$ cat src/design/packet_classifier_dual_slot_fifo_assert.svh
// ---------------------------------------------------------------------------
// Assertion macros for the packet classifier.
// Each macro expects clk and rst_n in the scope of its use.
// ---------------------------------------------------------------------------
`ifndef PACKET_CLASSIFIER_DUAL_SLOT_FIFO_ASSERT_SVH
`define PACKET_CLASSIFIER_DUAL_SLOT_FIFO_ASSERT_SVH

`ifndef ASSERT_OFF
`define PCDSF_ASSERT_SAME(label, ante, cons, msg) \
  label: assert property (@(posedge clk) disable iff (!rst_n) (ante) |-> (cons)) \
    else $error(msg);
`define PCDSF_ASSERT_NEXT(label, ante, cons, msg) \
  label: assert property (@(posedge clk) disable iff (!rst_n) (ante) |=> (cons)) \
    else $error(msg);
`else
`define PCDSF_ASSERT_SAME(label, ante, cons, msg)
`define PCDSF_ASSERT_NEXT(label, ante, cons, msg)
`endif

`endif

$ cat src/design/pcdsf_ram.sv
// ---------------------------------------------------------------------------
// pcdsf_ram
// Simple dual-port RAM: one write port, one read port with registered data.
// ---------------------------------------------------------------------------
module pcdsf_ram #(
  parameter int WIDTH = 8,
  parameter int DEPTH = 512
) (
  input  logic                     clk,
  input  logic                     we,
  input  logic [$clog2(DEPTH)-1:0] waddr,
  input  logic [WIDTH-1:0]         wdata,
  input  logic [$clog2(DEPTH)-1:0] raddr,
  output logic [WIDTH-1:0]         rdata
);

  logic [WIDTH-1:0] mem [DEPTH];
  logic [WIDTH-1:0] rdata_r;

  always_ff @(posedge clk) begin
    if (we) begin
      mem[waddr] <= wdata;
    end
    rdata_r <= mem[raddr];
  end

  assign rdata = rdata_r;

endmodule

$ cat config.mk
export PLATFORM = sky130hd
export DESIGN_NAME = pcdsf_ram
export DESIGN_NICKNAME = d
export VERILOG_FILES = /design/src/design/packet_classifier_dual_slot_fifo_assert.svh /design/src/design/pcdsf_ram.sv
export SDC_FILE = /design/constraint.sdc
export NUM_CORES = 2
export LEC_CHECK = 0
export BUFFER_PORTS_ARGS = -buffer_cell sky130_fd_sc_hd__buf_2
export CORE_MARGIN = 5
export CORE_UTILIZATION = 45
export CTS_CLUSTER_SIZE = 16
export DETAILED_ROUTE_END_ITERATION = 6
export PLACE_DENSITY = 0.58
export SETUP_SLACK_MARGIN = 0.2
export SLEW_MARGIN = 0
export SYNTH_ARGS = -nofsm -noshare
export SYNTH_HDL_FRONTEND = slang
export SYNTH_SLANG_ARGS = --single-unit
$ cat constraint.sdc
create_clock -name clk -period 2.7 [get_ports clk]
set_input_delay 0.27 -clock clk [delete_from_list [all_inputs] [get_ports clk]]
set_output_delay 0.27 -clock clk [all_outputs]
set_load 0.02 [all_outputs]
# Word-level counts from Yosys, hierarchy flattened
# Memory sizes are Yosys's and may differ from the RTL's. A register that Yosys moved wholly into a read port is not among the register bits.
# Cells that the tools add are included.
[word_totals]
output_inout_bits = 8
rom_bits = 0
reg_bits = 0
inputBits = 28
wordCells = 3
latch_bits = 0
memories = 1
mem_bits_rw = 4096
[memory_table]
columns = ["memory", "depth", "word_bits", "read_ports", "rd_ports_with_merged_regs", "write_ports", "line_no", "source"]
rows = [
  ["mem", 512, 8, 1, 1, 1, "pcdsf_ram.sv:17", "logic [WIDTH-1:0] mem [DEPTH];"],
]
[classes]
n_shift = 0
reduce_logical = 0
mux = 2
order_cmp = 0
addsub = 0
n_eq_ne = 0
div_mod_pow = 0
mul = 0
n_bitwise = 0
[ops]
columns = ["cell", "n"]
rows = [
  ["2-to-1 mux 1 bit", 2],
]

# Longest topological paths before layout
[logic_depth]
word_depth = 2
ltp_mapped = 12
depth_no_buf = 7

# Worst setup path before layout
# OpenSTA, ideal clock, no wires.
[synth_timing]
path_type = "input port to flip-flop"
from = "input port raddr[0]"
to = "register rdata_r[0] (netlist: rdata[0]) (read register of mem)"
required_ns = 2.582
cell_stages = 10
arrival_ns = 2.124
n_path_buf = 4
path_slack_ns = 0.458
setup_ns = 0.118
path_cell_list = "buf_4 -> buf_12 -> buf_12 -> buf_2 -> mux4_2 -> o21ai_0 -> nand3_1 -> nand4_1 -> o21ai_0 -> o2111a_1"
[synth_lines]
columns = ["item", "line_no", "source"]
rows = [
  ["start, declared", "pcdsf_ram.sv:13", "input logic [$clog2(DEPTH)-1:0] raddr,"],
  ["end, declared", "pcdsf_ram.sv:18", "logic [WIDTH-1:0] rdata_r;"],
]

==> impl_metrics.yaml <==
sta:
  period_share: 0.985
  fmax_ghz: 0.376
  hold_viol_final: 0
  setup_viol: 0
  rsz0062_at_grt: "true"
  fin_crit_ps: 2660
  maxSlewViolCount: 0
  worst_pin_slew_ps: 1100
  fin_skew_ps: 79.2
  maxSlewHeadroom: 0.255
  fin_setup_tns_ps: 0
cts:
  htree_levels: 5
  cts_buffers: 414
  clkLatencyLatePin_ps: 970
  clkSlewWorstSetupHoldPaths_ps: 60
  cts-root-buf: "clkbuf_16"
  clockBufferDepth: 4
  cts_tree: "yes"
  cts.sinks: 4104
synth:
  synth.most_common_cell: "edfxtp_1"
  synth_seq_cells: 4104
  synthFlopType: "edfxtp_1"
  postSynthAreaPerCell_um2: 19.9
  synth.yosys.seq_area_share: 0.770
  netlist.top_cell.by_area: "edfxtp_1"
  synthTopCellsByCount: "edfxtp_1, mux2i_1, mux4_2"
  synth_top_area_frac: 0.769
  synthCells: 8030
  synth.net_count: 8058
  async_flop_share: 0
  synth_area_leaders: "edfxtp_1, mux4_2, mux2i_1"
  synth_cell_types: 51
  synth_edf_count: 4096
  yosys_warnings: 0
  netlist_area_um2: 160000
layout:
  final_net_count: 9362
  syn_to_final_growth_pct: 18.7
  final-seq-area_um2: 123000
  instances_no_fill: 14400
  post_route_cells_drive_above_1_share: 0.282
  multiInputGateArea_um2: 34400
  fillCellCount: 27300
critical_path:
  start_kind: "input port"
  rr_endpoint: "rdata[3]"
  critPathKind: "input port to register"
  r2r_start: "mem[202][3]"
  end_kind: "register"
  worstPathMaxFanout: 21
  cp.required_ps: 3610
  arrival_ps: 3570
  r2r_cells: 9
  reg2reg_slack_ps: 110
global_route:
  grt_pass1_vias: 86100
  grt_pass1_wl_um: 633000
  grt_overflow: 0
  antenna_found_initial: 20
  gr-usage-all-layers: 0.238
  grt_max_degree: 109
run_status:
  status: "finished clean"
die:
  ios: 36
  start_util: 0.451
  core_um2: 355000
  num_rows: 219
  die_w_um: 606
  design.die.area_um2: 367000
  die_h_um: 606
placed_design:
  gp_congestion: 0.903
  dp_cells: 13700
  hpwl_um: 290000
  io_buffers: 35
routing:
  wl_per_cell_um: 30.6
  drt-initial-drc-count: 9729
  ant_nets: 0
  wirelength_um: 442000
  vias: 85500
  firstDrtPassIters: 5
  drcViolationCount: 0
  vias_per_cell: 5.92
hold_path:
  hold_depth: 4
  min_to: "mem[23][1]"
  hold_start: "waddr[1]"
  hold_class: "input port to register"
power:
  ir_worst_vdd_v: 0.000561
  p_leak_nw: 62.8
  power_mw: 135
  p_per_area_nw_per_um2: 712
run:
  max-cap-violations: 0
[where the power goes]
group / total [mW] / internal [mW] / switching (mW)
registers: 70.2 / 70.1 / 0.0663
clock network: 57.3 / 33.1 / 24.2
logic: 7.51 / 2.78 / 4.73
total: 135 / 106 / 29.0
[cell usage in the layout, fill, tap and decap left out, types with 66 or more instances in the layout]
master,n
o22ai_1,163
edfxtp_1,4096
o221ai_1,362
mux4_2,654
buf_4,1191
nor3_1,107
clkbuf_16,423
mux2i_1,796
clkinv_2,83
a21oi_1,192
nand2_1,95
buf_12,165
clkinv_1,97
o21ai_0,108
nor2_1,593
clkbuf_1,66
[flip-flops by register name (all words and copies together) (netlist names)]
signal,flops
mem,4096
rdata,8
[repair_timing]
action,4_1_cts,5_1_grt
buffers inserted,4,0
resized for setup,40,34
setup endpoints to repair,8,8
pin swaps,5,16
hold buffers,8,0
hold endpoints to repair,604,0
cloned,0,1
[cell families (layout without fill, tap and decap cells)]
logic type,count (synthesis),after routing,share of synthesized area
buf+inv,516,2166,0.0185
simple gates,980,980,0.0263
mux,1451,1451,0.142
other cells,0,12,0
flops,4104,4104,0.770
compound gates,979,979,0.0431
[through the flow]
step	utilization	setup slack, ps	hold slack, ps	cell area [um^2]
after floorplan	-	458	369	160000
after global placement	0.495	-1410	678	176000
after detailed placement	0.495	-1340	678	176000
after CTS	0.534	150	8.03	189000
after global routing	0.535	121	50.4	190000
final	0.535	39.9	92.5	190000
[worst max-delay path: stages]
cell and delay, ps:
buf_12 180, buf_16 240, buf_12 240, buf_12 210
mux2i_1 90, o221ai_1 310, o22ai_1 140, o21ai_1 360
buf_4 180, nand4_1 410, buf_4 320, nand2_1 200
o2111a_1 240
[how the worst max path moves through the flow]
stage / start / end / slack (ps) / depth (start not counted)
final: raddr[0] / rdata[3] / 40 / 13
after global routing: mem[266][3] / rdata[3] / 120 / 10
after CTS: mem[265][3] / rdata[3] / 150 / 8
after detailed placement: raddr[0] / rdata[6] / -1340 / 11
after global placement: raddr[1] / rdata[2] / -1410 / 11
after floorplan: raddr[0] / rdata[0] / 460 / 10
[final cells by class]
type	count	share of cell area
inverter	3	0.0000989
clock buffer	488	0.0570
clock inverter	274	0.0144
multi-input combinational	3410	0.181
sequential	4104	0.649
timing repair buffer	1401	0.0668
tap	4751	0.0313
antenna	12	0.000158
[layer usage]
| metal | up-vias | routed length [um] | GRT usage |
|---|---|---|---|
| li1 | 36100 | - | - |
| met1 | 45100 | 180000 | 0.336 |
| met2 | 3622 | 211000 | 0.381 |
| met3 | 688 | 36100 | 0.0433 |
| met4 | 4 | 14800 | 0.0690 |
| met5 | - | 33 | 0 |
Note: power is estimated with default switching activity, not from simulation.
