===== config.mk =====
export PLATFORM = sky130hd
export DESIGN_NAME = pcdsf_cfg_regs
export DESIGN_NICKNAME = d
export VERILOG_FILES = /design/src/design/packet_classifier_dual_slot_fifo_assert.svh /design/src/design/pcdsf_pkg.sv /design/src/design/pcdsf_cfg_regs.sv
export SDC_FILE = /design/constraint.sdc
export NUM_CORES = 1
export LEC_CHECK = 0
export ABC_AREA = 1
export BUFFER_PORTS_ARGS = -buffer_cell sky130_fd_sc_hd__buf_4
export CORE_ASPECT_RATIO = 0.6
export CORE_MARGIN = 4
export CORE_UTILIZATION = 40
export DETAILED_ROUTE_END_ITERATION = 8
export PLACE_DENSITY_LB_ADDON = 0.25
export SYNTH_ARGS = -nofsm -noshare
export SYNTH_HDL_FRONTEND = slang
export SYNTH_SLANG_ARGS = --single-unit
export TNS_END_PERCENT = 50

===== constraint.sdc =====
create_clock -name clk -period 0.9 [get_ports clk]
set_input_delay 0 -clock clk [delete_from_list [all_inputs] [get_ports clk]]
set_output_delay 0 -clock clk [all_outputs]
set_load 0.005 [all_outputs]

===== src/design/packet_classifier_dual_slot_fifo_assert.svh =====
// ---------------------------------------------------------------------------
// Assertion macros for the packet classifier.
// Each macro expects clk and rst_n in the scope of its use.
// ---------------------------------------------------------------------------
`ifndef PACKET_CLASSIFIER_DUAL_SLOT_FIFO_ASSERT_SVH
`define PACKET_CLASSIFIER_DUAL_SLOT_FIFO_ASSERT_SVH

`ifndef ASSERT_OFF
`define PCDSF_ASSERT_SAME(label, ante, cons, msg) \
  label: assert property (@(posedge clk) disable iff (!rst_n) (ante) |-> (cons)) \
    else $error(msg);
`define PCDSF_ASSERT_NEXT(label, ante, cons, msg) \
  label: assert property (@(posedge clk) disable iff (!rst_n) (ante) |=> (cons)) \
    else $error(msg);
`else
`define PCDSF_ASSERT_SAME(label, ante, cons, msg)
`define PCDSF_ASSERT_NEXT(label, ante, cons, msg)
`endif

`endif


===== src/design/pcdsf_pkg.sv =====
// ---------------------------------------------------------------------------
// pcdsf_pkg
// Types, codes and defaults shared by the packet classifier modules.
// ---------------------------------------------------------------------------
package pcdsf_pkg;

  localparam int DEF_RING_SLOTS = 8;
  localparam int DEF_SLOT_BYTES = 64;

  localparam int CFG_IDX_W  = 3;
  localparam int CFG_DATA_W = 8;
  localparam int IDX_W      = 6;

  typedef enum logic [1:0] {
    CMD_BYTE  = 2'd0,
    CMD_READ  = 2'd1,
    CMD_POP   = 2'd2,
    CMD_CLEAR = 2'd3
  } pcdsf_cmd_t;

  typedef enum logic [2:0] {
    ST_OK         = 3'd0,
    ST_QUEUED_PD  = 3'd1,
    ST_QUEUED_SYS = 3'd2,
    ST_REJECTED   = 3'd3,
    ST_FULL       = 3'd4,
    ST_EMPTY      = 3'd5
  } pcdsf_status_t;

  typedef enum logic [CFG_IDX_W-1:0] {
    REG_STD_FIRST  = 3'd0,
    REG_MINI_FIRST = 3'd1,
    REG_HDR_SECOND = 3'd2,
    REG_PD_CODE    = 3'd3,
    REG_SYS_CODE   = 3'd4,
    REG_STD_OFF    = 3'd5,
    REG_MINI_OFF   = 3'd6
  } pcdsf_reg_idx_t;

  typedef enum logic {
    S_IDLE = 1'b0,
    S_READ = 1'b1
  } pcdsf_state_t;

  typedef struct packed {
    logic [7:0] std_first;
    logic [7:0] mini_first;
    logic [7:0] hdr_second;
    logic [7:0] pd_code;
    logic [7:0] sys_code;
    logic [7:0] std_off;
    logic [7:0] mini_off;
  } pcdsf_cfg_t;

endpackage


===== src/design/pcdsf_cfg_regs.sv =====
// ---------------------------------------------------------------------------
// pcdsf_cfg_regs
// Configuration register file: header values, type codes and type offsets.
// ---------------------------------------------------------------------------
module pcdsf_cfg_regs (
  input  logic                                 clk,
  input  logic                                 rst_n,
  input  logic                                 cfg_wen,
  input  logic [pcdsf_pkg::CFG_IDX_W-1:0]      cfg_index,
  input  logic [pcdsf_pkg::CFG_DATA_W-1:0]     cfg_wdata,
  output pcdsf_pkg::pcdsf_cfg_t                cfg
);
  import pcdsf_pkg::*;

  pcdsf_cfg_t cfg_r;
  pcdsf_cfg_t cfg_nxt;

  always_comb begin
    cfg_nxt = cfg_r;
    if (cfg_wen) begin
      case (pcdsf_reg_idx_t'(cfg_index))
        REG_STD_FIRST:  cfg_nxt.std_first  = cfg_wdata;
        REG_MINI_FIRST: cfg_nxt.mini_first = cfg_wdata;
        REG_HDR_SECOND: cfg_nxt.hdr_second = cfg_wdata;
        REG_PD_CODE:    cfg_nxt.pd_code    = cfg_wdata;
        REG_SYS_CODE:   cfg_nxt.sys_code   = cfg_wdata;
        REG_STD_OFF:    cfg_nxt.std_off    = cfg_wdata;
        REG_MINI_OFF:   cfg_nxt.mini_off   = cfg_wdata;
        default:        cfg_nxt = cfg_r;
      endcase
    end
  end

  always_ff @(posedge clk) begin
    if (!rst_n) begin
      cfg_r <= '{std_first: 8'd0, mini_first: 8'd0, hdr_second: 8'd0, pd_code: 8'd0,
                 sys_code: 8'd1, std_off: 8'd3, mini_off: 8'd2};
    end else begin
      cfg_r <= cfg_nxt;
    end
  end

  assign cfg = cfg_r;

endmodule


**Yosys cells after proc, flatten, opt, wreduce, memory -nomap -nowiden**

Index checks and enable logic that the tools add are counted.

- Input bits: 14
- Logic and storage cells: 21
- Output and inout port bits: 56
- Flip-flop bits (word level): 56

- Reductions and logical operators: 8
- Equality and inequality tests: 6

Operators by type and width:

| kind | count |
|---|---|
| AND reduction 2 bit | 7 |
| == test 3 bit (second input constant) | 3 |
| == test 3 x 2 -> 1 bit (second input constant) | 2 |
| == test 3 x 1 -> 1 bit (second input constant) | 1 |
| logical NOT 3 bit | 1 |

**Logic depth before layout (Yosys ltp)**

- Word-level depth: 2
- Mapped depth: 6

**Worst setup path after synthesis**

No wires, ideal clock.

- Path type: input-to-reg
- Start point: in cfg_index[2] in the netlist's numbering
- End point: reg cfg_r (netlist bit cfg[8])
- Setup slack: 0.163 ns
- Arrival time: 0.607 ns
- Path buffers: 1
- Stages on the path: 6
- Required time: 0.770 ns
- Path through: nand2_1 > inv_1 > buf_4 > nand2_1 > nand2_1 > nand3_1

- Longest elaborated chain between the ends: 2

Ends and longest elaborated chain:

| what | line | RTL |
|---|---|---|
| start, declared | pcdsf_cfg_regs.sv:9 | `input logic [pcdsf_pkg::CFG_IDX_W-1:0] cfg_index,` |
| == test 3 bit | pcdsf_cfg_regs.sv:21 | `case (pcdsf_reg_idx_t'(cfg_index))` |
| AND reduction 2 bit (no line) | - |  |
| end signal, assigned | pcdsf_cfg_regs.sv:36 | `cfg_r <= '{std_first: 8'd0, mini_first: 8'd0, hdr_second: 8'd0, pd_code: 8'd0,` |
| end signal, assigned | pcdsf_cfg_regs.sv:39 | `cfg_r <= cfg_nxt;` |
| end, declared | pcdsf_cfg_regs.sv:15 | `pcdsf_cfg_t cfg_r;` |

Every way passes these cells.
A chain may end at the register's enable or synchronous reset.

==> run summary <==
The flow ran to the end, and the final reports show no timing, DRC or antenna violations. The met1 global-route usage came out at 24.0%. The worst hold-check slack came out at 0.104 ns. The most used flip-flop cell after synthesis is dfxtp_1.

The analysis attributes to cell leakage a power of about 0.0014 µW. The share of post-route cells with drive strength above 1 is 25.1%. Yosys printed 0 warnings. The top-area cell type share of the netlist area is 49.3%.

The worst setup path is of the input pin to register kind. The number of clock buffers added by TritonCTS is 5. The max-slew violation total from the final report is 0. The post-synthesis cell count came out at between 300 and 400. The area of the die is 6990 µm².

The first global-routing pass estimated 9960 µm of wire. The design area came out at about 3100 µm². The aggregate global routing overflow came out at 0. The later pin in the worst-skew pair is clocked with a latency of 0.31 ns. The class of the worst hold path is input pin to register. The iteration-0 DRC count of the detailed router came out at 120. The remaining antenna violation count after routing came out at 0. From synthesis to final layout, the design area changed by 35.1%. Across the routed clock network, the largest skew measured is 0 ns. The number of top-level pins is 70. The average via count per standard cell is 4.78.

Ranked by total cell area, the synthesized netlist is headed by dfxtp_1 (49%), nor2_1 (18%), nand3_1 (12%), nand2_1 (11%), nor2_4 (3.0%). Of all cell types, the one taking the most synthesized area is dfxtp_1. The time the worst path needs with I/O delays and setup is 0.820 ns. The number of hold violations in the final report is 0. The number of vias in the routed layout came out at 2277.

The distinct cell type count of the synthesized netlist is 13. The global routing usage summed across all routing layers is 18.2%. Net switching is between 20% and 30% of the power. The total wire length came out at 6290 µm. STA classifies the critical path startpoint as an input pin.

After detailed routing, the average wire length per cell comes to 13.2 µm. The top cell family by delay on the critical path is buffers and inverters. The clock root buffer is clkbuf_8. The count of buffers added on input and output ports is 69.

The total core area came out at about 5300 µm². The H-tree depth reported by CTS is 2. The internal power consumption is 3690 µW. IR analysis of the VDD net gives a maximum drop of around 860 µV.

Along the worst path, the maximum fanout reaches 5. The post-detailed-placement cell area came out at 2930 µm². The number of synthesized register bits is 56.

TritonCTS built the clock tree. After synthesis, flip-flops and latches occupy between 40% and 50% of the total area. The worst pin sits at a relative slew slack of 75.8%. Based on the critical path, the design can be clocked at up to 1220 MHz. The number of fill cells is 539.

The number of nets in the synthesized netlist came out at 336. The final critical path takes up 91.1% of the cycle. The count of standard-cell rows is 20.

The slowest stage of the critical path is the dlygate4sd3_1 cell. The met3 demand-to-capacity share in global routing came out at 4.88%. The number of flip-flops under the largest register name came out at 56. The worst path buffer plus inverter count came out at 3.

The overall die width came out at 105 µm. The HPWL after detailed placement is 4430 µm. Walking the worst path, the cells encountered are dlygate4sd3_1 -> buf_4 -> clkinvlp_4 -> nand3_1 -> nand2_1 -> nor2_1.

Counting flops with a built-in enable in the synthesized netlist gives 0. The effective utilization at floorplan is between 40% and 50%. Summed over all nets, the switching power comes to 1260 µW.

In the synthesized netlist, the cells that appear most often are nor2_1 (106), nand2_1 (65), dfxtp_1 (56), nand3_1 (56), inv_1 (13). In the routed design, unresolved DRC markers number 0. The cell with the most instances after synthesis is nor2_1. The delay of the slowest critical-path stage is between 0.5 and 0.6 ns.

The post-synth design cell area is ~2300 µm². The number of antenna violations at the first check in global routing was 0. At the worst endpoint, the required time is between 1 and 1.5 ns. Power spread over the standard cell area amounts to around 1600 nW/µm². The combinational fraction of design power is between 10% and 20%. After global routing, the most crowded layer is met2. The clock transition at the registers of the reported paths came out at 0.10 ns. The total iterations of the first detailed-routing run is 4.

The type of element capturing the critical path is a register. The final weighted congestion in routability-driven placement is between 0.8 and 0.9. The part of the power in the clock network came out at 33.5%.

Setup repair after global routing left no endpoint under its margin. For met2 alone, demand over resource in global routing was ~29%. The count of buffers added by post-CTS timing repair for setup is 0.

The count of nets after finishing is 412. The fraction of registers with async set or reset after synthesis is 0%. 0 antenna diodes ended up in the layout.

The signal arrival time at the worst endpoint is 1.07 ns. The slew at the pin with the worst max-slew slack came out at 0.363 ns. The maximum count of clock buffers along a single path is 2. The die height is 66.4 µm. The proportion of power drawn by flip-flops and latches is 52.8%. The max-capacitance violation count came out at 0. The average cell area after synthesis is 7.06 µm².

Entering global routing, the biggest net connects between 50 and 60 pins. The via count of the first global-routing pass came to ~2.0k. The count of clock tree sinks is 56.

Setup violations remaining at the end of the flow were counted as 0. The setup check on the worst reg-to-reg path leaves a slack of 0.28 ns.
path summary, 6_finish.rpt:
check	endpoint	cells after the start	start
max	cfg[25]$_SDFFE_PN0P_	6	cfg_wdata[1]
min reg2reg	cfg[8]$_SDFFE_PN1P_	2	cfg[8]$_SDFFE_PN1P_
min	cfg[6]$_SDFFE_PN0P_	5	cfg_index[0]
max reg2reg	cfg[16]$_SDFFE_PN1P_	2	cfg[16]$_SDFFE_PN1P_
cell usage in the layout (no fill, tap or decap):
| cell type | synthesis | routed |
|---|---|---|
| dfxtp_1 | 56 | 56 |
| o21ai_0 | 2 | 2 |
| bufinv_16 | 0 | 1 |
| nand3_1 | 56 | 56 |
| inv_1 | 13 | 11 |
| nor2_2 | 3 | 3 |
| nand2_1 | 65 | 65 |
| inv_2 | 1 | 1 |
| clkinv_2 | 0 | 1 |
| clkbuf_8 | 0 | 5 |
| nor2_4 | 6 | 6 |
| buf_4 | 5 | 78 |
| dlygate4sd3_1 | 0 | 2 |
| nor2_1 | 106 | 106 |
| buf_12 | 0 | 3 |
| clkbuf_1 | 1 | 1 |
| clkinvlp_4 | 0 | 2 |
per-layer routing:
| metal | share of wire (%) | up-vias |
|---|---|---|
| li1 | - | 1155 |
| met1 | 47 | 1036 |
| met2 | 44 | 79 |
| met3 | 8.0 | 7 |
| met4 | 1.2 | 0 |
| met5 | 0 | - |
kinds of logic after synthesis:
kind of cell / after synthesis / share of synthesized area [%]
DFF: 56 / 49.3
AOI/OAI and AO/OA: 2 / 0.441
and+or+nand+nor: 236 / 44.4
buffers and inverters: 28 / 5.84
final cells by class:
type / instances / area, µm² / share of cell area (%)
Timing Repair Buffer: 83 / 666 / 21.7
Clock buffer: 6 / 72.6 / 2.36
Multi-Input combinational cell: 238 / 1020 / 33.2
Tap cell: 77 / 96.3 / 3.14
Sequential cell: 56 / 1120 / 36.5
Inverter: 14 / 60.1 / 1.96
Clock inverter: 2 / 35.0 / 1.14
worst register-to-register path, cell delays in order (launching register included):
cell	delay, ns
dfxtp_1	0.33
o21ai_0	0.08
nand3_1	0.09
through the flow:
| step | util, % | total power [µW] | setup TNS [ns] | instances | setup WS, ns |
|---|---|---|---|---|---|
| global route | 58.1 | 5160 | 0 | 476 | 0.00354 |
| CTS | 58.0 | 4980 | 0 | 476 | 0.0269 |
| global placement | 55.6 | 3320 | 0 | 466 | 0.0107 |
| detailed placement | 55.6 | 3340 | -0.769 | 466 | -0.0502 |
| floorplan | - | 3020 | 0 | 322 | 0.163 |
| finish | 58.1 | 4950 | 0 | 476 | 0.0801 |
power by group through the flow:
stage	sequential (µW)	combinational, µW	clock, µW
after floorplan	2670	348	0
after global placement	2670	653	0
after detailed placement	2670	668	0
after CTS	2610	680	1690
after global routing	2620	753	1780
final	2610	681	1660
timing repair:
action | 4_1_cts | 5_1_grt
hold endpoints to repair | 4 | 0
hold buffers | 2 | 0
resized for setup | 0 | 2
setup endpoints to repair | 0 | 6
No activity file was read; power rests on OpenSTA's default activity.
