File: config.mk
export PLATFORM = sky130hd
export DESIGN_NAME = pcdsf_ctrl
export DESIGN_NICKNAME = d
export VERILOG_FILES = /design/src/design/pcdsf_pkg.sv /design/src/design/pcdsf_ctrl.sv
export VERILOG_INCLUDE_DIRS = /design/src /design/src/design
export SDC_FILE = /design/constraint.sdc
export NUM_CORES = 1
export LEC_CHECK = 0
export ABC_AREA = 0
export BUFFER_PORTS_ARGS = -buffer_cell sky130_fd_sc_hd__buf_2
export CAP_MARGIN = 20
export CELL_PAD_IN_SITES_DETAIL_PLACEMENT = 1
export CELL_PAD_IN_SITES_GLOBAL_PLACEMENT = 2
export CORE_MARGIN = 5
export CORE_UTILIZATION = 31
export CTS_BUF_LIST = sky130_fd_sc_hd__clkbuf_16
export DETAILED_ROUTE_END_ITERATION = 8
export HOLD_SLACK_MARGIN = 0.15
export PLACE_DENSITY = 0.79
export SETUP_SLACK_MARGIN = 0.05
export SYNTH_ARGS = -nofsm -noshare
export SYNTH_HDL_FRONTEND = slang
export SYNTH_SLANG_ARGS = --single-unit
File: constraint.sdc
create_clock -name clk -period 7.9 [get_ports clk]
set_input_delay 1.185 -clock clk [delete_from_list [all_inputs] [get_ports clk]]
set_output_delay 1.185 -clock clk [all_outputs]
set_load 0.01 [all_outputs]
File: src/design/packet_classifier_dual_slot_fifo_assert.svh
// ---------------------------------------------------------------------------
// Assertion macros for the packet classifier.
// Each macro expects clk and rst_n in the scope of its use.
// ---------------------------------------------------------------------------
`ifndef PACKET_CLASSIFIER_DUAL_SLOT_FIFO_ASSERT_SVH
`define PACKET_CLASSIFIER_DUAL_SLOT_FIFO_ASSERT_SVH

`ifndef ASSERT_OFF
`define PCDSF_ASSERT_SAME(label, ante, cons, msg) \
  label: assert property (@(posedge clk) disable iff (!rst_n) (ante) |-> (cons)) \
    else $error(msg);
`define PCDSF_ASSERT_NEXT(label, ante, cons, msg) \
  label: assert property (@(posedge clk) disable iff (!rst_n) (ante) |=> (cons)) \
    else $error(msg);
`else
`define PCDSF_ASSERT_SAME(label, ante, cons, msg)
`define PCDSF_ASSERT_NEXT(label, ante, cons, msg)
`endif

`endif

File: src/design/pcdsf_pkg.sv
// ---------------------------------------------------------------------------
// pcdsf_pkg
// Types, codes and defaults shared by the packet classifier modules.
// ---------------------------------------------------------------------------
package pcdsf_pkg;

  localparam int DEF_RING_SLOTS = 8;
  localparam int DEF_SLOT_BYTES = 64;

  localparam int CFG_IDX_W  = 3;
  localparam int CFG_DATA_W = 8;
  localparam int IDX_W      = 6;

  typedef enum logic [1:0] {
    CMD_BYTE  = 2'd0,
    CMD_READ  = 2'd1,
    CMD_POP   = 2'd2,
    CMD_CLEAR = 2'd3
  } pcdsf_cmd_t;

  typedef enum logic [2:0] {
    ST_OK         = 3'd0,
    ST_QUEUED_PD  = 3'd1,
    ST_QUEUED_SYS = 3'd2,
    ST_REJECTED   = 3'd3,
    ST_FULL       = 3'd4,
    ST_EMPTY      = 3'd5
  } pcdsf_status_t;

  typedef enum logic [CFG_IDX_W-1:0] {
    REG_STD_FIRST  = 3'd0,
    REG_MINI_FIRST = 3'd1,
    REG_HDR_SECOND = 3'd2,
    REG_PD_CODE    = 3'd3,
    REG_SYS_CODE   = 3'd4,
    REG_STD_OFF    = 3'd5,
    REG_MINI_OFF   = 3'd6
  } pcdsf_reg_idx_t;

  typedef enum logic {
    S_IDLE = 1'b0,
    S_READ = 1'b1
  } pcdsf_state_t;

  typedef struct packed {
    logic [7:0] std_first;
    logic [7:0] mini_first;
    logic [7:0] hdr_second;
    logic [7:0] pd_code;
    logic [7:0] sys_code;
    logic [7:0] std_off;
    logic [7:0] mini_off;
  } pcdsf_cfg_t;

endpackage

File: src/design/pcdsf_ctrl.sv
// ---------------------------------------------------------------------------
// pcdsf_ctrl
// Command sequencer: header capture, classification, ring pointers,
// memory addressing and the result register.
// ---------------------------------------------------------------------------
module pcdsf_ctrl #(
  parameter int RING_SLOTS = pcdsf_pkg::DEF_RING_SLOTS,
  parameter int SLOT_BYTES = pcdsf_pkg::DEF_SLOT_BYTES
) (
  input  logic                                          clk,
  input  logic                                          rst_n,
  input  pcdsf_pkg::pcdsf_cfg_t                         cfg,
  // input item
  input  logic                                          in_valid,
  output logic                                          in_ready,
  input  logic [1:0]                                    in_command,
  input  logic                                          in_ring_select,
  input  logic [7:0]                                    in_data_byte,
  input  logic                                          in_end_of_packet,
  input  logic [pcdsf_pkg::IDX_W-1:0]                   in_byte_index,
  // result item
  output logic                                          out_valid,
  input  logic                                          out_ready,
  output logic [7:0]                                    out_read_data,
  output logic [2:0]                                    out_status,
  output logic                                          out_pd_waiting,
  output logic                                          out_sys_waiting,
  // slot byte stores
  output logic                                          byte_we,
  output logic [7:0]                                    byte_wdata,
  output logic [$clog2(RING_SLOTS*SLOT_BYTES)-1:0]      pd_byte_waddr,
  output logic [$clog2(RING_SLOTS*SLOT_BYTES)-1:0]      sys_byte_waddr,
  output logic [$clog2(RING_SLOTS*SLOT_BYTES)-1:0]      pd_byte_raddr,
  output logic [$clog2(RING_SLOTS*SLOT_BYTES)-1:0]      sys_byte_raddr,
  input  logic [7:0]                                    pd_byte_rdata,
  input  logic [7:0]                                    sys_byte_rdata,
  // slot length stores
  output logic                                          pd_len_we,
  output logic                                          sys_len_we,
  output logic [$clog2(SLOT_BYTES+1)-1:0]               len_wdata,
  output logic [$clog2(RING_SLOTS)-1:0]                 pd_len_waddr,
  output logic [$clog2(RING_SLOTS)-1:0]                 sys_len_waddr,
  output logic [$clog2(RING_SLOTS)-1:0]                 pd_len_raddr,
  output logic [$clog2(RING_SLOTS)-1:0]                 sys_len_raddr,
  input  logic [$clog2(SLOT_BYTES+1)-1:0]               pd_len_rdata,
  input  logic [$clog2(SLOT_BYTES+1)-1:0]               sys_len_rdata
);
  import pcdsf_pkg::*;

  localparam int PW = $clog2(RING_SLOTS);
  localparam int CW = $clog2(SLOT_BYTES);
  localparam int LW = $clog2(SLOT_BYTES+1);
  localparam int AW = $clog2(RING_SLOTS*SLOT_BYTES);
  localparam logic [PW-1:0] LAST_SLOT    = PW'(RING_SLOTS-1);
  localparam logic [15:0]   SLOT_BYTES_W = 16'(SLOT_BYTES);
  localparam logic [AW-1:0] SLOT_STRIDE  = AW'(SLOT_BYTES);
  localparam logic [15:0]   CNT_MAX      = 16'hFFFF;

  pcdsf_state_t state_r, state_nxt;

  logic [PW-1:0] pd_wp_r, pd_wp_nxt, pd_rp_r, pd_rp_nxt;
  logic [PW-1:0] sys_wp_r, sys_wp_nxt, sys_rp_r, sys_rp_nxt;
  logic [15:0]   cnt_r, cnt_nxt;
  logic [7:0]    first_r, first_nxt, second_r, second_nxt;
  logic [7:0]    std_cap_r, std_cap_nxt, mini_cap_r, mini_cap_nxt;

  logic          rd_empty_r, rd_idx_ok_r, rd_sel_r;
  logic [IDX_W-1:0] rd_idx_r;

  logic          out_valid_r, out_valid_nxt;
  logic [7:0]    out_data_r, out_data_nxt;
  pcdsf_status_t out_status_r, out_status_nxt;
  logic          out_pdw_r, out_pdw_nxt, out_sysw_r, out_sysw_nxt;

  pcdsf_cmd_t    cmd;
  logic          in_fire;
  logic          load;
  logic [15:0]   cnt_inc;
  logic [7:0]    cur_first, cur_second, cur_std_cap, cur_mini_cap, dtype;
  logic          hdr_ok, to_pd, to_sys;
  logic [15:0]   stored;
  pcdsf_status_t fin_status;
  logic [PW-1:0] sel_wp, sel_rp, sel_wp_next;
  logic          sel_has_data;
  logic [LW-1:0] rd_len;
  logic [7:0]    rd_byte;

  function automatic logic [PW-1:0] next_slot(input logic [PW-1:0] p);
    next_slot = (p == LAST_SLOT) ? '0 : p + 1'b1;
  endfunction

  assign cmd      = pcdsf_cmd_t'(in_command);
  assign in_ready = (state_r == S_IDLE) && (!out_valid_r || out_ready);
  assign in_fire  = in_valid && in_ready;

  // Capture of the header bytes and both data-type candidates for this byte.
  assign cur_first    = (cnt_r == 16'd0) ? in_data_byte : first_r;
  assign cur_second   = (cnt_r == 16'd1) ? in_data_byte : second_r;
  assign cur_std_cap  = (cnt_r == {8'd0, cfg.std_off}) ? in_data_byte : std_cap_r;
  assign cur_mini_cap = (cnt_r == {8'd0, cfg.mini_off}) ? in_data_byte : mini_cap_r;
  assign cnt_inc      = (cnt_r != CNT_MAX) ? cnt_r + 16'd1 : cnt_r;

  // Header check and routing at the final byte; cnt_inc is the packet length.
  always_comb begin
    hdr_ok = 1'b0;
    dtype  = cur_mini_cap;
    if ((cnt_inc > {8'd0, cfg.mini_off}) && (cur_second == cfg.hdr_second)) begin
      if ((cur_first == cfg.std_first) && (cnt_inc > {8'd0, cfg.std_off})) begin
        hdr_ok = 1'b1;
        dtype  = cur_std_cap;
      end else if (cur_first == cfg.mini_first) begin
        hdr_ok = 1'b1;
      end
    end
    to_pd  = hdr_ok && (dtype == cfg.pd_code);
    to_sys = hdr_ok && !to_pd && (dtype == cfg.sys_code);
    if (!(to_pd || to_sys)) begin
      fin_status = ST_REJECTED;
    end else if (to_pd) begin
      fin_status = (next_slot(pd_wp_r) == pd_rp_r) ? ST_FULL : ST_QUEUED_PD;
    end else begin
      fin_status = (next_slot(sys_wp_r) == sys_rp_r) ? ST_FULL : ST_QUEUED_SYS;
    end
  end

  assign stored = (cnt_inc > SLOT_BYTES_W) ? SLOT_BYTES_W : cnt_inc;

  assign sel_wp       = in_ring_select ? sys_wp_r : pd_wp_r;
  assign sel_rp       = in_ring_select ? sys_rp_r : pd_rp_r;
  assign sel_wp_next  = next_slot(sel_rp);
  assign sel_has_data = (sel_wp != sel_rp);

  // Memory ports. Every byte within the slot size goes into the head slot of both rings.
  assign byte_we        = in_fire && (cmd == CMD_BYTE) && (cnt_r < SLOT_BYTES_W);
  assign byte_wdata     = in_data_byte;
  assign pd_byte_waddr  = AW'(pd_wp_r) * SLOT_STRIDE + AW'(CW'(cnt_r));
  assign sys_byte_waddr = AW'(sys_wp_r) * SLOT_STRIDE + AW'(CW'(cnt_r));
  assign pd_byte_raddr  = AW'(pd_rp_r) * SLOT_STRIDE + AW'(CW'(in_byte_index));
  assign sys_byte_raddr = AW'(sys_rp_r) * SLOT_STRIDE + AW'(CW'(in_byte_index));

  assign pd_len_we     = in_fire && (cmd == CMD_BYTE) && in_end_of_packet &&
                         (fin_status == ST_QUEUED_PD);
  assign sys_len_we    = in_fire && (cmd == CMD_BYTE) && in_end_of_packet &&
                         (fin_status == ST_QUEUED_SYS);
  assign len_wdata     = LW'(stored);
  assign pd_len_waddr  = pd_wp_r;
  assign sys_len_waddr = sys_wp_r;
  assign pd_len_raddr  = pd_rp_r;
  assign sys_len_raddr = sys_rp_r;

  // Next state.
  always_comb begin
    state_nxt = state_r;
    case (state_r)
      S_IDLE:  if (in_fire && (cmd == CMD_READ)) state_nxt = S_READ;
      S_READ:  state_nxt = S_IDLE;
      default: state_nxt = S_IDLE;
    endcase
  end

  // Per-command updates of pointers, packet capture and result.
  always_comb begin
    pd_wp_nxt      = pd_wp_r;
    pd_rp_nxt      = pd_rp_r;
    sys_wp_nxt     = sys_wp_r;
    sys_rp_nxt     = sys_rp_r;
    cnt_nxt        = cnt_r;
    first_nxt      = first_r;
    second_nxt     = second_r;
    std_cap_nxt    = std_cap_r;
    mini_cap_nxt   = mini_cap_r;
    out_status_nxt = ST_OK;
    if (in_fire) begin
      case (cmd)
        CMD_BYTE: begin
          if (in_end_of_packet) begin
            out_status_nxt = fin_status;
            cnt_nxt        = '0;
            first_nxt      = '0;
            second_nxt     = '0;
            std_cap_nxt    = '0;
            mini_cap_nxt   = '0;
            if (fin_status == ST_QUEUED_PD) pd_wp_nxt = next_slot(pd_wp_r);
            if (fin_status == ST_QUEUED_SYS) sys_wp_nxt = next_slot(sys_wp_r);
          end else begin
            cnt_nxt      = cnt_inc;
            first_nxt    = cur_first;
            second_nxt   = cur_second;
            std_cap_nxt  = cur_std_cap;
            mini_cap_nxt = cur_mini_cap;
          end
        end
        CMD_READ: begin
          out_status_nxt = sel_has_data ? ST_OK : ST_EMPTY;
        end
        CMD_POP: begin
          if (!sel_has_data) begin
            out_status_nxt = ST_EMPTY;
          end else if (in_ring_select) begin
            sys_rp_nxt = sel_wp_next;
          end else begin
            pd_rp_nxt = sel_wp_next;
          end
        end
        CMD_CLEAR: begin
          if (in_ring_select) begin
            sys_wp_nxt = '0;
            sys_rp_nxt = '0;
          end else begin
            pd_wp_nxt = '0;
            pd_rp_nxt = '0;
          end
        end
        default: out_status_nxt = ST_OK;
      endcase
    end
  end

  // Result register: loaded at accept, or in the cycle after accept for a byte read.
  assign rd_len  = rd_sel_r ? sys_len_rdata : pd_len_rdata;
  assign rd_byte = rd_sel_r ? sys_byte_rdata : pd_byte_rdata;
  assign load    = (in_fire && (cmd != CMD_READ)) || (state_r == S_READ);

  always_comb begin
    out_valid_nxt = out_valid_r && !out_ready;
    out_data_nxt  = out_data_r;
    out_pdw_nxt   = out_pdw_r;
    out_sysw_nxt  = out_sysw_r;
    if (load) begin
      out_valid_nxt = 1'b1;
      out_pdw_nxt   = (pd_wp_nxt != pd_rp_nxt);
      out_sysw_nxt  = (sys_wp_nxt != sys_rp_nxt);
      out_data_nxt  = '0;
      if ((state_r == S_READ) && !rd_empty_r && rd_idx_ok_r &&
          (16'(rd_idx_r) < 16'(rd_len))) begin
        out_data_nxt = rd_byte;
      end
    end
  end

  always_ff @(posedge clk) begin
    if (!rst_n) begin
      state_r     <= S_IDLE;
      pd_wp_r     <= '0;
      pd_rp_r     <= '0;
      sys_wp_r    <= '0;
      sys_rp_r    <= '0;
      cnt_r       <= '0;
      first_r     <= '0;
      second_r    <= '0;
      std_cap_r   <= '0;
      mini_cap_r  <= '0;
      out_valid_r <= 1'b0;
    end else begin
      state_r     <= state_nxt;
      pd_wp_r     <= pd_wp_nxt;
      pd_rp_r     <= pd_rp_nxt;
      sys_wp_r    <= sys_wp_nxt;
      sys_rp_r    <= sys_rp_nxt;
      cnt_r       <= cnt_nxt;
      first_r     <= first_nxt;
      second_r    <= second_nxt;
      std_cap_r   <= std_cap_nxt;
      mini_cap_r  <= mini_cap_nxt;
      out_valid_r <= out_valid_nxt;
    end
  end

  always_ff @(posedge clk) begin
    if (load) begin
      out_data_r   <= out_data_nxt;
      out_status_r <= (state_r == S_READ) ? (rd_empty_r ? ST_EMPTY : ST_OK) : out_status_nxt;
      out_pdw_r    <= out_pdw_nxt;
      out_sysw_r   <= out_sysw_nxt;
    end
    if (in_fire && (cmd == CMD_READ)) begin
      rd_empty_r  <= (out_status_nxt == ST_EMPTY);
      rd_idx_ok_r <= (16'(in_byte_index) < SLOT_BYTES_W);
      rd_idx_r    <= in_byte_index;
      rd_sel_r    <= in_ring_select;
    end
  end

  assign out_valid       = out_valid_r;
  assign out_read_data   = out_data_r;
  assign out_status      = out_status_r;
  assign out_pd_waiting  = out_pdw_r;
  assign out_sys_waiting = out_sysw_r;

`include "packet_classifier_dual_slot_fifo_assert.svh"

  `PCDSF_ASSERT_SAME(a_read_slot_free, state_r == S_READ, !out_valid_r, "read result slot busy")
  `PCDSF_ASSERT_NEXT(a_read_enters_wait, in_fire && (cmd == CMD_READ), state_r == S_READ, "no read wait")
  `PCDSF_ASSERT_NEXT(a_read_delivers, state_r == S_READ, out_valid_r, "read result not loaded")
  `PCDSF_ASSERT_SAME(a_queued_pd_waits, out_valid_r && (out_status_r == ST_QUEUED_PD), out_pdw_r, "queued PD but ring empty")
  `PCDSF_ASSERT_SAME(a_queued_sys_waits, out_valid_r && (out_status_r == ST_QUEUED_SYS), out_sysw_r, "queued SYS but ring empty")

endmodule

## Word level (Yosys, flattened, before mapping)

Cells that the tools add are included.

| operators by class | value |
|---|---|
| $add $sub $neg | 8 |
| multipliers | 0 |
| divide/modulo/power cells | 0 |
| $lt $le $gt $ge | 5 |
| equal/unequal tests | 24 |
| shift-type cells | 0 |
| multiplexer cells | 56 |
| bitwise logic cells | 1 |
| reductions and logical operators | 28 |

Operators with widths:

| kind | count |
|---|---|
| $mux W3 | 30 |
| $mux W8 | 11 |
| $eq A8 B8 Y1 | 5 |
| $add A9 B6 Y9 | 4 |
| $eq A16 B8 Y1 | 2 |
| $gt A16 B8 Y1 | 2 |
| $mux W16 | 2 |
| $pmux W3 S2 | 5 |
| $logic_and A1 B1 Y1 | 17 |
| $add A16 B1 Y16 const B | 1 |
| $eq A16 B1 Y1 const B | 1 |
| $gt A16 B7 Y1 const B | 1 |
| $logic_not A16 Y1 | 1 |
| $lt A16 B7 Y1 const B | 1 |
| $ne A16 B16 Y1 const B | 1 |
| $mux W7 | 2 |
| $eq A3 B3 Y1 const B | 4 |
| $add A3 B1 Y3 const B | 3 |
| $ne A3 B3 Y1 | 3 |
| $lt A6 B7 Y1 | 1 |
| $eq A3 B3 Y1 | 2 |
| $mux W1 | 5 |
| $eq A2 B2 Y1 const B | 2 |
| $logic_not A1 Y1 | 4 |
| other kinds (10) | 12 |

| storage, ports and cells | value |
|---|---|
| flip-flop bits (word level) | 83 |
| latch bits | 0 |
| memory bits (writable) | 0 |
| bits in read-only memories | 0 |
| input port bits | 108 |
| output and inout bits | 81 |
| logic and storage cells | 140 |
| memories kept | 0 |

## Longest topological paths before layout

| logic depth | value |
|---|---|
| depth in word-level cells | 19 |
| mapped depth | 23 |
| mapped depth without buffers | 21 |

## Worst setup path before layout

Ideal clock, no wire load.

| path | value |
|---|---|
| path type | flip-flop to output port |
| start | register cnt_r[1] |
| end | output port sys_len_we |
| arrival | 4.802 ns |
| required time | 6.715 ns |
| path slack | 1.913 ns |
| cell stages (with the launch flop) | 22 |
| path buffers | 2 |
| cells stage by stage | dfxtp_1 > ha_1 > nand4_1 > or4_1 > buf_2 > nand4_1 > nor2_1 > xnor2_1 > inv_1 > ha_1 > nand4_1 > nor2_1 > a211oi_1 > o2bb2ai_1 > o2111a_1 > buf_2 > or4_4 > and3_1 > o2111ai_1 > nor2_1 > a211oi_1 > o21a_1 |

| on the way | value |
|---|---|
| word-level cells in the longest chain between the ends | 15 |
| elaborated cells between the ends (all ways) | 34 |
| those cells by class | add/sub: 1; order compare: 2; eq/ne: 10; mux: 12; reduce/logical: 9 |

RTL lines:

| element | line | source |
|---|---|---|
| start, declared | pcdsf_ctrl.sv:63 | `logic [15:0] cnt_r, cnt_nxt;` |
| start signal, assigned | pcdsf_ctrl.sv:260 | `cnt_r <= cnt_nxt;` |
| $add A16 B1 Y16 (tied with other cells) | pcdsf_ctrl.sv:101 | `assign cnt_inc = (cnt_r != CNT_MAX) ? cnt_r + 16'd1 : cnt_r;` |
| $mux W16 / $mux W8 (equally long branches) | pcdsf_ctrl.sv:101, pcdsf_ctrl.sv:97 |  |
| $gt A16 B8 Y1 / $eq A8 B8 Y1 (equally long branches) | pcdsf_ctrl.sv:108 | `if ((cur_first == cfg.std_first) && (cnt_inc > {8'd0, cfg.std_off})) begin` |
| $logic_and A1 B1 Y1 | pcdsf_ctrl.sv:108 |  |
| $mux W8 | pcdsf_ctrl.sv:108 |  |
| $mux W8 | pcdsf_ctrl.sv:107 | `if ((cnt_inc > {8'd0, cfg.mini_off}) && (cur_second == cfg.hdr_second)) begin` |
| $eq A8 B8 Y1 | pcdsf_ctrl.sv:115 | `to_pd = hdr_ok && (dtype == cfg.pd_code);` |
| $logic_and A1 B1 Y1 | pcdsf_ctrl.sv:115 |  |
| $logic_not A1 Y1 | pcdsf_ctrl.sv:116 | `to_sys = hdr_ok && !to_pd && (dtype == cfg.sys_code);` |
| $logic_and A1 B1 Y1 (2 in series) | pcdsf_ctrl.sv:116 |  |
| $logic_or A1 B1 Y1 | pcdsf_ctrl.sv:117 | `if (!(to_pd \|\| to_sys)) begin` |
| $mux W3 * | pcdsf_ctrl.sv:117 |  |
| $eq A3 B2 Y1 * | pcdsf_ctrl.sv:144 | `(fin_status == ST_QUEUED_SYS);` |
| $logic_and A1 B1 Y1 * | pcdsf_ctrl.sv:143 | `assign sys_len_we = in_fire && (cmd == CMD_BYTE) && in_end_of_packet &&` |
| end, declared | pcdsf_ctrl.sv:39 | `output logic sys_len_we,` |

Mark *: on every way between the ends. The rest lies on a longest branch, timed or not.

## Worst setup path in the final report

Same ends and word-level chain as after synthesis.

==> run summary <==
====================================================================================
Post-DR vias/cell                                                               5.26
Worst slew pin tran                                                           999 ps
Share of flip-flops with an asynchronous set or reset after synthesis             0%
Total gr overflow                                                                  0
Post-placement worst setup slack                                              884 ps
Tightest slew margin relative to the limit                                     32.9%
Endpoints failing hold                                                             0
Die ar.                                                                  26200 sq um
Worst Path Max Fanout                                                             13
Vias post-DR                                                                    6702
Post-layout minimum cycle time                                               7370 ps
Die boundary height                                                           162 um
Core area                                                                22700 sq um
Hold WC Path Type                                                         reg -> reg
Effective utilization at floorplan                                             31.5%
Most repeated cell in the gate-level netlist after synthesis            sky130_fd_sc_hd__nor2_1
Leading post-synthesis cells by cell area                               sky130_fd_sc_hd__dfxtp_1 17%, sky130_fd_sc_hd__edfxtp_1 8.8%, sky130_fd_sc_hd__xnor2_1 5.5%, sky130_fd_sc_hd__mux2i_1 5.5%, sky130_fd_sc_hd__ha_1 5.4%
Number of DRC violations after detailed-routing iteration 0                      309
DRC violation count after routing                                                  0
Placed wire-length estimate after detailed placement                         18.5 mm
Final GP Congestion                                                            0.865
Input/output buffers                                                             188
Critical Path AT                                                             6180 ps
Share of the cycle needed by the critical path after routing                   93.3%
Post-route insts no fill                                                        1274
Layout net count                                                                1123
Number of register bits inferred by synthesis                                     83
Reported max-cap violation count                                                   0
Mean instance size in the synthesized netlist                             8.27 sq um
Sequential-to-total area share from yosys stat                                 26.1%
Number of top-level pins                                                         189
Clock tree sinks                                                                  83
Critical path type                                                        reg -> out
Post-CTS Setup Repair Bufs                                                         0
Clock transition at path regs                                                  70 ps
Number of standard cells after synthesis                                         866
Least setup slack across all paths after layout                               531 ps
Vias in the first global route                                                  6993
Fin Setup TNS                                                                   0 ps
Clk Latency, worst-skew pair                                                  350 ps
Peak supply drop                                                          0.000112 V
Total number of placement rows                                                    55
Routed WL                                                                    23.7 mm
Top cell type by total area after synthesis                             sky130_fd_sc_hd__dfxtp_1
CP Capture Type                                                         primary output
Total power divided by cell area                                         129 nW/um^2
WL per Instance                                                              18.6 um
N_diodes                                                                           0
CP required                                                                  6710 ps
Fmax                                                                       0.136 GHz
Status                                                                  finished clean
Skew final                                                                   14.6 ps
Num CTS Buffers                                                                    9
Antenna violations before repair                                                   0
Total instance count after detailed placement                                   1257
Maximum buffer depth of the clock tree                                             2
Top cells by instance count after synthesis                             64 x sky130_fd_sc_hd__nor2_1, 62 x sky130_fd_sc_hd__dfxtp_1, 56 x sky130_fd_sc_hd__nand2_1
All-Layer GR Usage                                                             17.6%
Distinct cell type count after synthesis                                          75
Syn_nets                                                                        1005
Area added between synthesis and finish                                        15.7%
Count of pins over their slew limit                                                0
Total iterations of the first detailed-routing run                                 4
H-tree lvl count                                                                   3
Pin count of the biggest net entering global routing                              63
TritonCTS clock tree                                                            done
Synth Flop Type                                                         sky130_fd_sc_hd__dfxtp_1
Total Power                                                                  1.07 mW
Number of endpoints failing setup at the final stage                               0
EDFF count, synth                                                                 21
Synth Warn #                                                                       0
Number of filler instances in the final layout                                  2778
Share of final-layout standard cells stronger than drive strength 1            25.0%
Setup repair after global routing missed its margin                               no
Summed instance area of the synthesized netlist                           7160 sq um
Cts-stage hold buffer count                                                        0
Share of the synthesized area in the top cell type                             17.3%
Count of antenna-violating nets left after detailed routing                        0
Setup crit start kind                                                      flip-flop
Die Width                                                                     162 um
Leakage dissipation                                                          3.58 nW
Wire length of the first global-routing pass                                 37.7 mm
Post-Route Utilization                                                         36.5%
Number of gates resized after CTS                                                  0
Clock Tree Root                                                         sky130_fd_sc_hd__clkbuf_16
====================================================================================
[path summary, 6_finish.rpt]
kind	startpoint	end	slack, ps	depth (start not counted)
hold / removal	std_cap_r[2]	std_cap_r[2]	530	2
setup / recovery	cnt_r[1]	sys_len_we	530	20
hold reg to reg	std_cap_r[2]	std_cap_r[2]	530	2
setup reg to reg	cnt_r[1]	out_pd_waiting	1310	21
[power by group]
| part | switching, mW | internal [mW] | total (mW) |
|---|---|---|---|
| Clock | 0.193 | 0.265 | 0.458 |
| Sequential | 0.00355 | 0.443 | 0.446 |
| Combinational | 0.0940 | 0.0687 | 0.163 |
| Total | 0.291 | 0.776 | 1.07 |
[cell usage in the layout, fill, tap and decap left out, drive strengths merged, types with 35 or more instances in the layout]
cell	synthesis	layout
buf	64	196
nor2	64	64
dfxtp	62	62
nand2	56	56
nor2b	50	50
inv	47	48
xnor2	45	45
mux2i	39	39
o21ai	38	38
a22oi	35	35
[registers in the layout (all words and copies together) (netlist names), 3 cells and up]
name	cells
cnt_r	16
first_r	8
mini_cap_r	8
out_read_data	8
out_status	3
pd_len_raddr	3
pd_len_waddr	3
rd_idx_r	6
second_r	8
std_cap_r	8
sys_len_raddr	3
sys_len_waddr	3
[per-layer routing]
metal	global-route usage, %	routed length [um]	vias to the layer above
li1	-	-	3300
met1	23.0	10900	3260
met2	31.0	11700	130
met3	2.87	986	12
met4	2.96	176	0
met5	0	0	-
[worst max-delay path, cell delays in order (launching register included)]
cell	delay, ps
sky130_fd_sc_hd__dfxtp_1	530
sky130_fd_sc_hd__ha_1	340
sky130_fd_sc_hd__nand4_1	190
sky130_fd_sc_hd__or4_1	750
sky130_fd_sc_hd__nand4_1	260
sky130_fd_sc_hd__nor2_1	80
sky130_fd_sc_hd__xnor2_1	270
sky130_fd_sc_hd__inv_1	140
sky130_fd_sc_hd__ha_1	310
sky130_fd_sc_hd__nand4_1	120
sky130_fd_sc_hd__nor2_1	160
sky130_fd_sc_hd__a211oi_1	100
sky130_fd_sc_hd__o2bb2ai_1	170
sky130_fd_sc_hd__o2111a_1	470
sky130_fd_sc_hd__or4_4	620
sky130_fd_sc_hd__and3_1	200
sky130_fd_sc_hd__o2111ai_1	240
sky130_fd_sc_hd__nor2_1	130
sky130_fd_sc_hd__a211oi_1	400
sky130_fd_sc_hd__o21a_1	230
sky130_fd_sc_hd__buf_2	140
[final cells by class]
class | instances | area (sq um) | share of cell area [%]
Sequential cell | 83 | 1870 | 22.6
Tap cell | 285 | 357 | 4.30
Inverter | 47 | 176 | 2.13
Timing Repair Buffer | 197 | 1010 | 12.2
Clock inverter | 6 | 65.1 | 0.785
Clock buffer | 10 | 250 | 3.02
Multi-Input combinational cell | 646 | 4560 | 55.0
[kinds of logic after synthesis]
logic type | synth area share (%)
AND/OR/NAND/NOR | 24.5
AO/OA/AOI/OAI | 18.0
buffers and inverters | 10.3
XOR/XNOR | 8.46
multiplexers | 7.18
adder cells (fa/ha/maj) | 5.42
flip-flops | 26.1
[through the flow]
stage          hold slack [ps]  instance area [sq um]
3_5_place_dp               522                   7960
3_3_place_gp               509                   7960
2_1_floorplan              496                   7160
6_report                   533                   8280
5_1_grt                    559                   8280
4_1_cts                    539                   8280
Note: power is estimated with default switching activity, not from simulation.
